$ cat config.mk
export PLATFORM = sky130hd
export DESIGN_NAME = triangle_edge_setup
export DESIGN_NICKNAME = d
export VERILOG_FILES = /design/src/design/tes_pkg.sv /design/src/design/tes_div.sv /design/src/design/triangle_edge_setup.sv
export VERILOG_INCLUDE_DIRS = /design/src /design/src/design
export SDC_FILE = /design/constraint.sdc
export NUM_CORES = 2
export LEC_CHECK = 0
export ABC_AREA = 1
export BUFFER_PORTS_ARGS = -buffer_cell sky130_fd_sc_hd__buf_2
export CAP_MARGIN = 10
export CORE_ASPECT_RATIO = 1.2
export CORE_MARGIN = 1
export CORE_UTILIZATION = 45
export DETAILED_ROUTE_END_ITERATION = 10
export PLACE_DENSITY = 0.63
export SLEW_MARGIN = 20
export SYNTH_ARGS = -nofsm -noshare
export SYNTH_HDL_FRONTEND = slang
export SYNTH_HIERARCHICAL = 1
export SYNTH_SLANG_ARGS = --single-unit
$ cat constraint.sdc
create_clock -name clk -period 15.3 [get_ports clk]
set_input_delay 1.53 -clock clk [delete_from_list [all_inputs] [get_ports clk]]
set_output_delay 1.53 -clock clk [all_outputs]
set_load 0.02 [all_outputs]
$ cat src/design/triangle_edge_setup_defines.svh
// Assertion helpers for the triangle edge setup block.
`ifndef TRIANGLE_EDGE_SETUP_DEFINES_SVH
`define TRIANGLE_EDGE_SETUP_DEFINES_SVH

// Same-cycle implication, checked outside reset.
`define TES_ASSERT_NOW(label, ante, cons) \
  label: assert property (@(posedge clk) disable iff (rst) (ante) |-> (cons)) \
    else $error("triangle_edge_setup: same-cycle check failed");

// Next-cycle implication, checked outside reset.
`define TES_ASSERT_NEXT(label, ante, cons) \
  label: assert property (@(posedge clk) disable iff (rst) (ante) |=> (cons)) \
    else $error("triangle_edge_setup: next-cycle check failed");

`endif

$ cat src/design/tes_pkg.sv
// ----------------------------------------------------------------------------
// tes_pkg
// Shared types, constants and helpers of the triangle edge setup block.
// ----------------------------------------------------------------------------
package tes_pkg;

  localparam int FRAC_BITS_DEF = 16;

  // Configuration register indexes.
  localparam logic [1:0] REG_MIN_ROW = 2'd0;
  localparam logic [1:0] REG_MAX_ROW = 2'd1;

  localparam logic signed [15:0] MIN_ROW_RESET = 16'sd0;
  localparam logic signed [15:0] MAX_ROW_RESET = 16'sd4095;

  typedef enum logic [2:0] {
    S_IN,
    S_DIV,
    S_WAIT,
    S_MUL,
    S_ADD,
    S_OUT
  } tes_state_t;

  typedef struct packed {
    logic busy;
    logic done;
  } div_stat_t;

  function automatic logic [15:0] sat16(input logic signed [33:0] v);
    logic [15:0] r;
    if (v > 34'sd32767) begin
      r = 16'h7FFF;
    end else if (v < -34'sd32768) begin
      r = 16'h8000;
    end else begin
      r = v[15:0];
    end
    return r;
  endfunction

  function automatic logic [31:0] sat32(input logic signed [65:0] v);
    logic [31:0] r;
    if (v > 66'sh7FFFFFFF) begin
      r = 32'h7FFFFFFF;
    end else if (v < -66'sh80000000) begin
      r = 32'h80000000;
    end else begin
      r = v[31:0];
    end
    return r;
  endfunction

endpackage

$ cat src/design/tes_div.sv
// ----------------------------------------------------------------------------
// tes_div
// Restoring divider, one quotient bit per cycle, saturated signed result.
// ----------------------------------------------------------------------------
module tes_div import tes_pkg::*; #(
  parameter int FRAC_BITS = FRAC_BITS_DEF
) (
  input  logic                    clk,
  input  logic                    rst,
  input  logic                    start,
  input  logic [33+FRAC_BITS-1:0] num,
  input  logic [32:0]             den,
  input  logic                    neg,
  output div_stat_t               stat,
  output logic [31:0]             quot
);

  localparam int NW = 33 + FRAC_BITS;
  localparam int CW = $clog2(NW + 1);

  logic          busy;
  logic          done;
  logic [CW-1:0] cnt;
  logic [32:0]   rem;
  logic [NW-1:0] quo;
  logic          neg_r;
  logic [33:0]   trial;
  logic          fits;

  assign trial = {rem, quo[NW-1]};
  assign fits  = trial >= {1'b0, den};

  always_ff @(posedge clk) begin
    if (rst) begin
      busy <= 1'b0;
      done <= 1'b0;
      cnt  <= '0;
    end else begin
      done <= 1'b0;
      if (start) begin
        busy <= 1'b1;
        cnt  <= '0;
      end else if (busy) begin
        cnt <= cnt + 1'b1;
        if (cnt == CW'(NW - 1)) begin
          busy <= 1'b0;
          done <= 1'b1;
        end
      end
    end
  end

  always_ff @(posedge clk) begin
    if (start) begin
      rem   <= '0;
      quo   <= num;
      neg_r <= neg;
    end else if (busy) begin
      rem <= fits ? 33'(trial - {1'b0, den}) : trial[32:0];
      quo <= {quo[NW-2:0], fits};
    end
  end

  always_comb begin
    if (!neg_r) begin
      quot = (quo > NW'(32'h7FFFFFFF)) ? 32'h7FFFFFFF : quo[31:0];
    end else begin
      quot = (quo > NW'(33'h080000000)) ? 32'h80000000 : 32'(-quo[31:0]);
    end
  end

  assign stat.busy = busy;
  assign stat.done = done;

endmodule

$ cat src/design/triangle_edge_setup.sv
// Vertices one and two are held as they are taken. The third vertex yields the
// left edge and then the right edge. Their steps come from one shared restoring
// divider of NW = 33+FRAC_BITS quotient bits, one quotient bit a cycle. No vertex
// is taken until both edge words have left. Reset is synchronous: clip rows
// return to 0 and 4095, the vertex count to zero.
// ----------------------------------------------------------------------------
// triangle_edge_setup
// Edge setup for flat-top and flat-bottom triangles, with top clipping and bottom row clamping.
// ----------------------------------------------------------------------------
module triangle_edge_setup import tes_pkg::*; #(
  parameter int FRAC_BITS = FRAC_BITS_DEF
) (
  input  logic        clk,
  input  logic        rst,
  input  logic        cfg_valid,
  output logic        cfg_ready,
  input  logic [1:0]  cfg_index,
  input  logic [15:0] cfg_data,
  input  logic        in_valid,
  output logic        in_stall,
  input  logic        shape,
  input  logic [31:0] pos_x,
  input  logic [31:0] pos_y,
  input  logic [31:0] depth_z,
  input  logic [31:0] clip_w,
  output logic        out_valid,
  input  logic        out_stall,
  output logic        edge_side,
  output logic [15:0] start_row,
  output logic [15:0] end_row,
  output logic [31:0] start_x,
  output logic [31:0] start_z,
  output logic [31:0] start_w,
  output logic [31:0] step_x,
  output logic [31:0] step_z,
  output logic [31:0] step_w,
  output logic [15:0] rows_clipped,
  output logic        degenerate,
  output logic        last
);

  `include "triangle_edge_setup_defines.svh"

  localparam logic signed [33:0] ONE_M1 = (34'sd1 <<< FRAC_BITS) - 34'sd1;

  tes_state_t state, state_next;

  logic signed [15:0] min_row, max_row;
  logic [63:0]        held_xy [0:1];
  logic [63:0]        held_zw [0:1];
  logic [1:0]         vertex_count;
  logic [31:0]        x2, y2, z2, w2;
  logic               shape_r;
  logic               side;
  logic [1:0]         comp;
  logic signed [33:0] top_c, bot_c, clip_amt;
  logic [31:0]        step_v  [0:2];
  logic [31:0]        start_v [0:2];
  logic signed [64:0] prod;

  logic               in_acc, out_acc, third;
  logic signed [31:0] y0, y1;
  logic signed [33:0] top_calc, bot_calc, min_ext, max_ext;
  logic signed [31:0] p0, p1, p2, s_val, e_val;
  logic signed [32:0] diff, dy;
  logic [32:0]        diff_mag, dy_mag;
  logic               degen, div_start;
  div_stat_t          div_stat;
  logic [31:0]        div_q;

  assign cfg_ready = 1'b1;
  assign in_stall  = (state != S_IN);
  assign out_valid = (state == S_OUT);
  assign in_acc    = in_valid && !in_stall;
  assign out_acc   = out_valid && !out_stall;
  assign third     = (vertex_count >= 2'd2);

  assign y0 = held_xy[0][31:0];
  assign y1 = held_xy[1][31:0];
  assign top_calc = ($signed({{2{y0[31]}}, y0}) + ONE_M1) >>> FRAC_BITS;
  assign bot_calc = (($signed({{2{y1[31]}}, y1}) + ONE_M1) >>> FRAC_BITS) - 34'sd1;
  assign min_ext  = 34'(min_row);
  assign max_ext  = 34'(max_row);

  // Component select: x, z, then w of each vertex.
  always_comb begin
    case (comp)
      2'd0: begin
        p0 = held_xy[0][63:32]; p1 = held_xy[1][63:32]; p2 = x2;
      end
      2'd1: begin
        p0 = held_zw[0][63:32]; p1 = held_zw[1][63:32]; p2 = z2;
      end
      default: begin
        p0 = held_zw[0][31:0];  p1 = held_zw[1][31:0];  p2 = w2;
      end
    endcase
  end

  // The right edge of a flat-top triangle runs from the third vertex down.
  always_comb begin
    if (!side) begin
      s_val = p0;
      e_val = p1;
      dy    = 33'(y1) - 33'(y0);
    end else if (!shape_r) begin
      s_val = p0;
      e_val = p2;
      dy    = 33'(signed'(y2)) - 33'(y0);
    end else begin
      s_val = p2;
      e_val = p1;
      dy    = 33'(y1) - 33'(signed'(y2));
    end
  end

  assign diff     = 33'(e_val) - 33'(s_val);
  assign diff_mag = diff[32] ? 33'(-diff) : diff;
  assign dy_mag   = dy[32] ? 33'(-dy) : dy;
  assign degen    = (dy == 33'sd0);

  tes_div #(.FRAC_BITS(FRAC_BITS)) u_div (
    .clk   (clk),
    .rst   (rst),
    .start (div_start),
    .num   ({diff_mag, FRAC_BITS'(0)}),
    .den   (dy_mag),
    .neg   (diff[32] ^ dy[32]),
    .stat  (div_stat),
    .quot  (div_q)
  );

  always_ff @(posedge clk) begin
    if (rst) begin
      state <= S_IN;
    end else begin
      state <= state_next;
    end
  end

  always_comb begin
    state_next = state;
    div_start  = 1'b0;
    case (state)
      S_IN: begin
        if (in_acc && third) begin
          state_next = S_DIV;
        end
      end
      S_DIV: begin
        if (degen) begin
          state_next = (comp == 2'd2) ? S_MUL : S_DIV;
        end else begin
          div_start  = 1'b1;
          state_next = S_WAIT;
        end
      end
      S_WAIT: begin
        if (div_stat.done) begin
          state_next = (comp == 2'd2) ? S_MUL : S_DIV;
        end
      end
      S_MUL: begin
        state_next = S_ADD;
      end
      S_ADD: begin
        state_next = (comp == 2'd2) ? S_OUT : S_MUL;
      end
      S_OUT: begin
        if (out_acc) begin
          state_next = side ? S_IN : S_DIV;
        end
      end
      default: begin
        state_next = S_IN;
      end
    endcase
  end

  always_ff @(posedge clk) begin
    if (rst) begin
      min_row      <= MIN_ROW_RESET;
      max_row      <= MAX_ROW_RESET;
      vertex_count <= 2'd0;
      side         <= 1'b0;
      comp         <= 2'd0;
    end else begin
      if (cfg_valid && cfg_ready) begin
        case (cfg_index)
          REG_MIN_ROW: min_row <= cfg_data;
          REG_MAX_ROW: max_row <= cfg_data;
          default: ;
        endcase
      end
      if (in_acc) begin
        vertex_count <= third ? 2'd0 : vertex_count + 2'd1;
        side         <= 1'b0;
        comp         <= 2'd0;
      end
      if ((state == S_DIV && degen) || (state == S_WAIT && div_stat.done) ||
          state == S_ADD) begin
        comp <= (comp == 2'd2) ? 2'd0 : comp + 2'd1;
      end
      if (out_acc) begin
        side <= 1'b1;
        comp <= 2'd0;
      end
    end
  end

  always_ff @(posedge clk) begin
    if (in_acc) begin
      if (!third) begin
        held_xy[vertex_count[0]] <= {pos_x, pos_y};
        held_zw[vertex_count[0]] <= {depth_z, clip_w};
      end else begin
        x2      <= pos_x;
        y2      <= pos_y;
        z2      <= depth_z;
        w2      <= clip_w;
        shape_r <= shape;
        if (top_calc < min_ext) begin
          clip_amt <= min_ext - top_calc;
          top_c    <= min_ext;
        end else begin
          clip_amt <= 34'sd0;
          top_c    <= top_calc;
        end
        bot_c <= (bot_calc > max_ext) ? max_ext : bot_calc;
      end
    end
    if (state == S_DIV && degen) begin
      step_v[comp] <= 32'd0;
    end
    if (state == S_WAIT && div_stat.done) begin
      step_v[comp] <= div_q;
    end
    if (state == S_MUL) begin
      prod <= $signed(step_v[comp]) * $signed(clip_amt[32:0]);
    end
    if (state == S_ADD) begin
      start_v[comp] <= sat32(66'(s_val) + 66'(prod));
    end
  end

  assign edge_side    = side;
  assign last         = side;
  assign start_row    = sat16(top_c);
  assign end_row      = sat16(bot_c);
  assign start_x      = start_v[0];
  assign start_z      = start_v[1];
  assign start_w      = start_v[2];
  assign step_x       = step_v[0];
  assign step_z       = step_v[1];
  assign step_w       = step_v[2];
  assign rows_clipped = (clip_amt > 34'sd65535) ? 16'hFFFF : clip_amt[15:0];
  assign degenerate   = degen;

  `TES_ASSERT_NOW(a_out_blocks_in, out_valid, in_stall)
  `TES_ASSERT_NOW(a_div_in_wait, div_stat.busy, state == S_WAIT)
  `TES_ASSERT_NOW(a_degen_zero, out_valid && degenerate,
                  step_x == 32'd0 && step_z == 32'd0 && step_w == 32'd0)
  `TES_ASSERT_NEXT(a_last_done, out_acc && last, !out_valid && vertex_count == 2'd0)

endmodule
# After elaboration in Yosys (flattened, before gate mapping)
# Memory sizes are Yosys's and may differ from the RTL's. A register that Yosys moved wholly into a read port is not among the register bits.
# Cells that the tools add are included.
# Widths: inputs -> output; s select.
# totals
ramBits	448
regBits	411
n_memories	4
output_inout_bits	246
# classes
eq_ne	12
mux	59
bitwise	3
reduce_logical	24
n_addsub	16
magnitude_cmp	13
multipliers	1
# memory_table
memory	words	width	rd	rd_ports_with_merged_regs	write_ports	line	rtl
held_xy	2	64	2	0	1	triangle_edge_setup.sv:49	logic [63:0] held_xy [0:1];
held_zw	2	64	2	0	1	triangle_edge_setup.sv:50	logic [63:0] held_zw [0:1];
start_v	3	32	3	0	1	triangle_edge_setup.sv:58	logic [31:0] start_v [0:2];
step_v	3	32	4	1	1	triangle_edge_setup.sv:57	logic [31:0] step_v [0:2];
# op_table
op	n
$mux 32	11
$pmux 32 s2	3
$mux 33	5
$sub 32x32->33	4
$mux 49	2
$mux 16	5
$gt 34x16->1 const B	2
$lt 34x16->1 const B	2
$mux 34	2
$add 32x17->33 const B	2
$add 32x65->66	1
$gt 66x32->1 const B	1
$lt 66x32->1 const B	1
$neg 33->33	2
$mul 32x18->50	1
$gt 49x31->1 const B	1
$gt 49x32->1 const B	1
$ge 34x33->1	1
$logic_not 33->1	1
$sub 33x33->33	1
$neg 32->32	1
$gt 18x16->1	1
$gt 18x17->1 const B	1
$mux 1	18
other kinds (31)	58

# Depth between registers and ports, before layout
# An unclocked memory read counts as a cell.
# depth
ltp_word	11
depth_mapped	39

# Cells and area by module
# Netlist, hierarchy kept.
# modules_own_cells
mod	area_per_inst_um2	seq_area_each_um2	cells_per_inst	n_inst
triangle_edge_setup	64423.0	22221.3	7624	1
tes_div	8479.4	2322.2	1375	1

# Worst setup path before layout
# No wires, ideal clock.
# synth_path
path_kind	input -> register
from	input port in_valid
to	register state[0]
setup_ns	0.070
setup_slack_ns	4.950
arrival_time_ns	10.279
n_path_buf	0
stages	8
path_cell_list	inv_1 nor2_1 inv_1 nor2_1 o21ai_0 nor2_1 nand2_1 a21oi_1
# synth_via
elab_chain_len	4
# synth_rtl
item	line	rtl
from (decl)	triangle_edge_setup.sv:19	input logic in_valid,
$logic_and 1x1->1	triangle_edge_setup.sv:74	assign in_acc = in_valid && !in_stall;
$logic_and 1x1->1	triangle_edge_setup.sv:146	if (in_acc && third) begin
$ne 2x2->1 (no source line)	--	
$reduce_and 3->1 (no source line)	--	
to (signal assigned)	triangle_edge_setup.sv:137	state <= state_next;
to (decl)	triangle_edge_setup.sv:46	tes_state_t state, state_next;
# No other way between the ends.
# A chain may end at the register's enable or synchronous reset.

==> results_dict.tcl <==
set metrics [dict create \
    ys_warn_count 6 \
    cpLargestDelayFamily "adder cells" \
    layout.cells.most_common "nand2_1" \
    final_hold_viol_count 0 \
    grt_start_max_net_pins 89 \
    num-fill-cells 15500 \
    worstSetupStartpointType "flop" \
    max_ir_drop_vdd_mv 0.1191 \
    clk_pin_slew_ns 0.06 \
    worst_hold_path_type "flop to flop" \
    max_clock_freq_mhz 114.0 \
    fin_worst_skew_ns 0.06317 \
    timing.critical_path.to_type "flop" \
    dr_total_vias 62710 \
    place_area_sq_um 77150 \
    post_cts.resized_instances 0 \
    number_of_buffers_on_the_longest_clock_path 3 \
    portBuffers 396 \
    synth_area_sq_um 72890 \
    core_area_sq_um 160600 \
    grt_setup_unrepaired "false" \
    dr.pass1.iters 11 \
    cts_inserted_buffers 91 \
    timing.reg2reg.setup_slack_ns 6.53 \
    worst_setup_path_endpoint "prod[48]" \
    maxSlewViolCount 0 \
    post_synth.cell_area_avg_sq_um 8.101 \
    layout_common_cells "nand2_1, inv_1, nor2_1" \
    final.min_clock_period_ns 8.769 \
    outcome "finished with violations" \
    critPathMaxFanout 65 \
    cts_tree "built" \
    cts_max_level 3 \
    worst_skew_late_latency_ns 0.77 \
    drcViolationCount 24 \
    grtUsageTotal 0.3170 \
    dieHeight_um 442.9 \
    power.density_cell_area_nw_per_um2 101.5 \
    postCtsSetupBuffers 0 \
    postRouteAntennaNets 0 \
    finalCritPeriodShare 0.5732 \
    cts.hold.buffers_added 0 \
    detail_route.wl_per_cell_um 22.67 \
    ratio_of_routed_vias_to_standard_cells 5.432 \
    slowest_stage "fa_1" \
    die_width_um 369.4 \
    dp_hpwl_mm 212.4 \
    grt_first_pass_wirelength_mm 385.6 \
    gp_congestion 1.045 \
    max_stage_delay_ns 0.67 \
    grt_overflow_total 0 \
    crit_path_frequent_cell "fa_1" \
    setup.worst_path.class "flop to flop" \
    final_area_sq_um 80290 \
    ctsRootBufferMaster "clkbuf_16" \
    finalSetupViolations 0 \
    drt-initial-drc-count 5075 \
    power.total_w 0.008150 \
    wirelength_mm 261.7 \
    antenna_found_initial 24 \
    tritoncts_num_sinks 845 \
    rows 161 \
    area_delta_synth_final_pct 10.15 \
    timing_worst_slew_pin_value_ns 1.172 \
    crit-reg2reg-capture "prod[48]" \
    cap_viol_max_count 0 \
    failing_checks "DRC" \
    first_global_vias 62710 \
    hold_ws_ns 0.4752 \
    total_leakage_power_nw 37.65 \
    critical_path_buf_inv_count 6 \
    worst-endpoint-required_ns 15.77 \
    design.die.area_sq_um 163600 \
    synth_cells 8998 \
    start_util 0.4540 \
    ratio_of_cells_with_drive_above_1_in_the_final_layout 0.08952 \
    setup_tns_ns 0 \
    cp.arrival_ns 9.24 \
    path_depth 27 \
    timing.slew.headroom 0.2104 \
    r2r_cells 27 \
    nets 10430 \
    number_of_primary_i_o_pins 398 \
]
==> where the power goes <==
group	total, W	internal [W]	leakage, nW	switching [W]
sequential	0.00278	0.00269	7.85	0.0000826
combinational	0.00306	0.000961	28.3	0.00210
clock	0.00231	0.00129	1.48	0.00102
==> area by class of cell <==
type | instances | area (sq um) | share of cell area
inverters | 1726 | 6486 | 0.08078
well taps | 2119 | 2651 | 0.03302
clock buffers | 105 | 2330 | 0.02901
multi-input cells | 6221 | 41050 | 0.5113
repair buffers | 454 | 2437 | 0.03036
diodes | 9 | 22.52 | 0.0002805
clock inverters | 66 | 769.5 | 0.009583
flip-flops and latches | 845 | 24550 | 0.3057
==> worst min path at each step <==
| stage | start | end | slack (ns) | cells past startpoint |
|---|---|---|---|---|
| 2_1_floorplan | u_div/rem[11] | u_div/rem[11] | 0.44 | 2 |
| 5_1_grt | u_div/rem[15] | u_div/rem[15] | 0.49 | 2 |
| 3_3_place_gp | u_div/rem[15] | u_div/rem[15] | 0.46 | 2 |
| 4_1_cts | u_div/rem[15] | u_div/rem[15] | 0.47 | 2 |
| 6_report | u_div/rem[12] | u_div/rem[12] | 0.48 | 2 |
| 3_5_place_dp | u_div/rem[15] | u_div/rem[15] | 0.46 | 2 |
==> registers in the layout (all words and copies together), names as in the netlist, 18 cells and up, named ones only <==
signal     cells
held_zw      128
w2            32
start_v       96
held_xy      128
u_div/quo     49
step_v       128
y2            32
clip_amt      18
prod          50
bot_c         18
u_div/rem     33
x2            32
z2            32
==> layer usage <==
| layer | track usage | part of all wire | vias up |
|---|---|---|---|
| li1 | - | - | 29270 |
| met2 | 0.5539 | 0.50 | 2546 |
| met1 | 0.3687 | 0.37 | 30200 |
| met3 | 0.04579 | 0.067 | 679 |
| met5 | 0 | 0.00044 | - |
| met4 | 0.1818 | 0.065 | 16 |
==> worst min-delay path, cell delays in order (launching register included) <==
cell and delay (ns):
dfxtp_1 0.32, nand2_1 0.06, nand2_1 0.04
==> through the flow <==
stage	utilization	std cells	setup slack [ns]
2_1_floorplan	-	9013	4.950
3_3_place_gp	0.4805	11360	6.753
3_5_place_dp	0.4805	11360	6.621
4_1_cts	0.4998	11540	6.635
5_1_grt	0.5001	11540	6.035
6_report	0.5001	11550	6.531
Note: power is estimated with default switching activity, not from simulation.
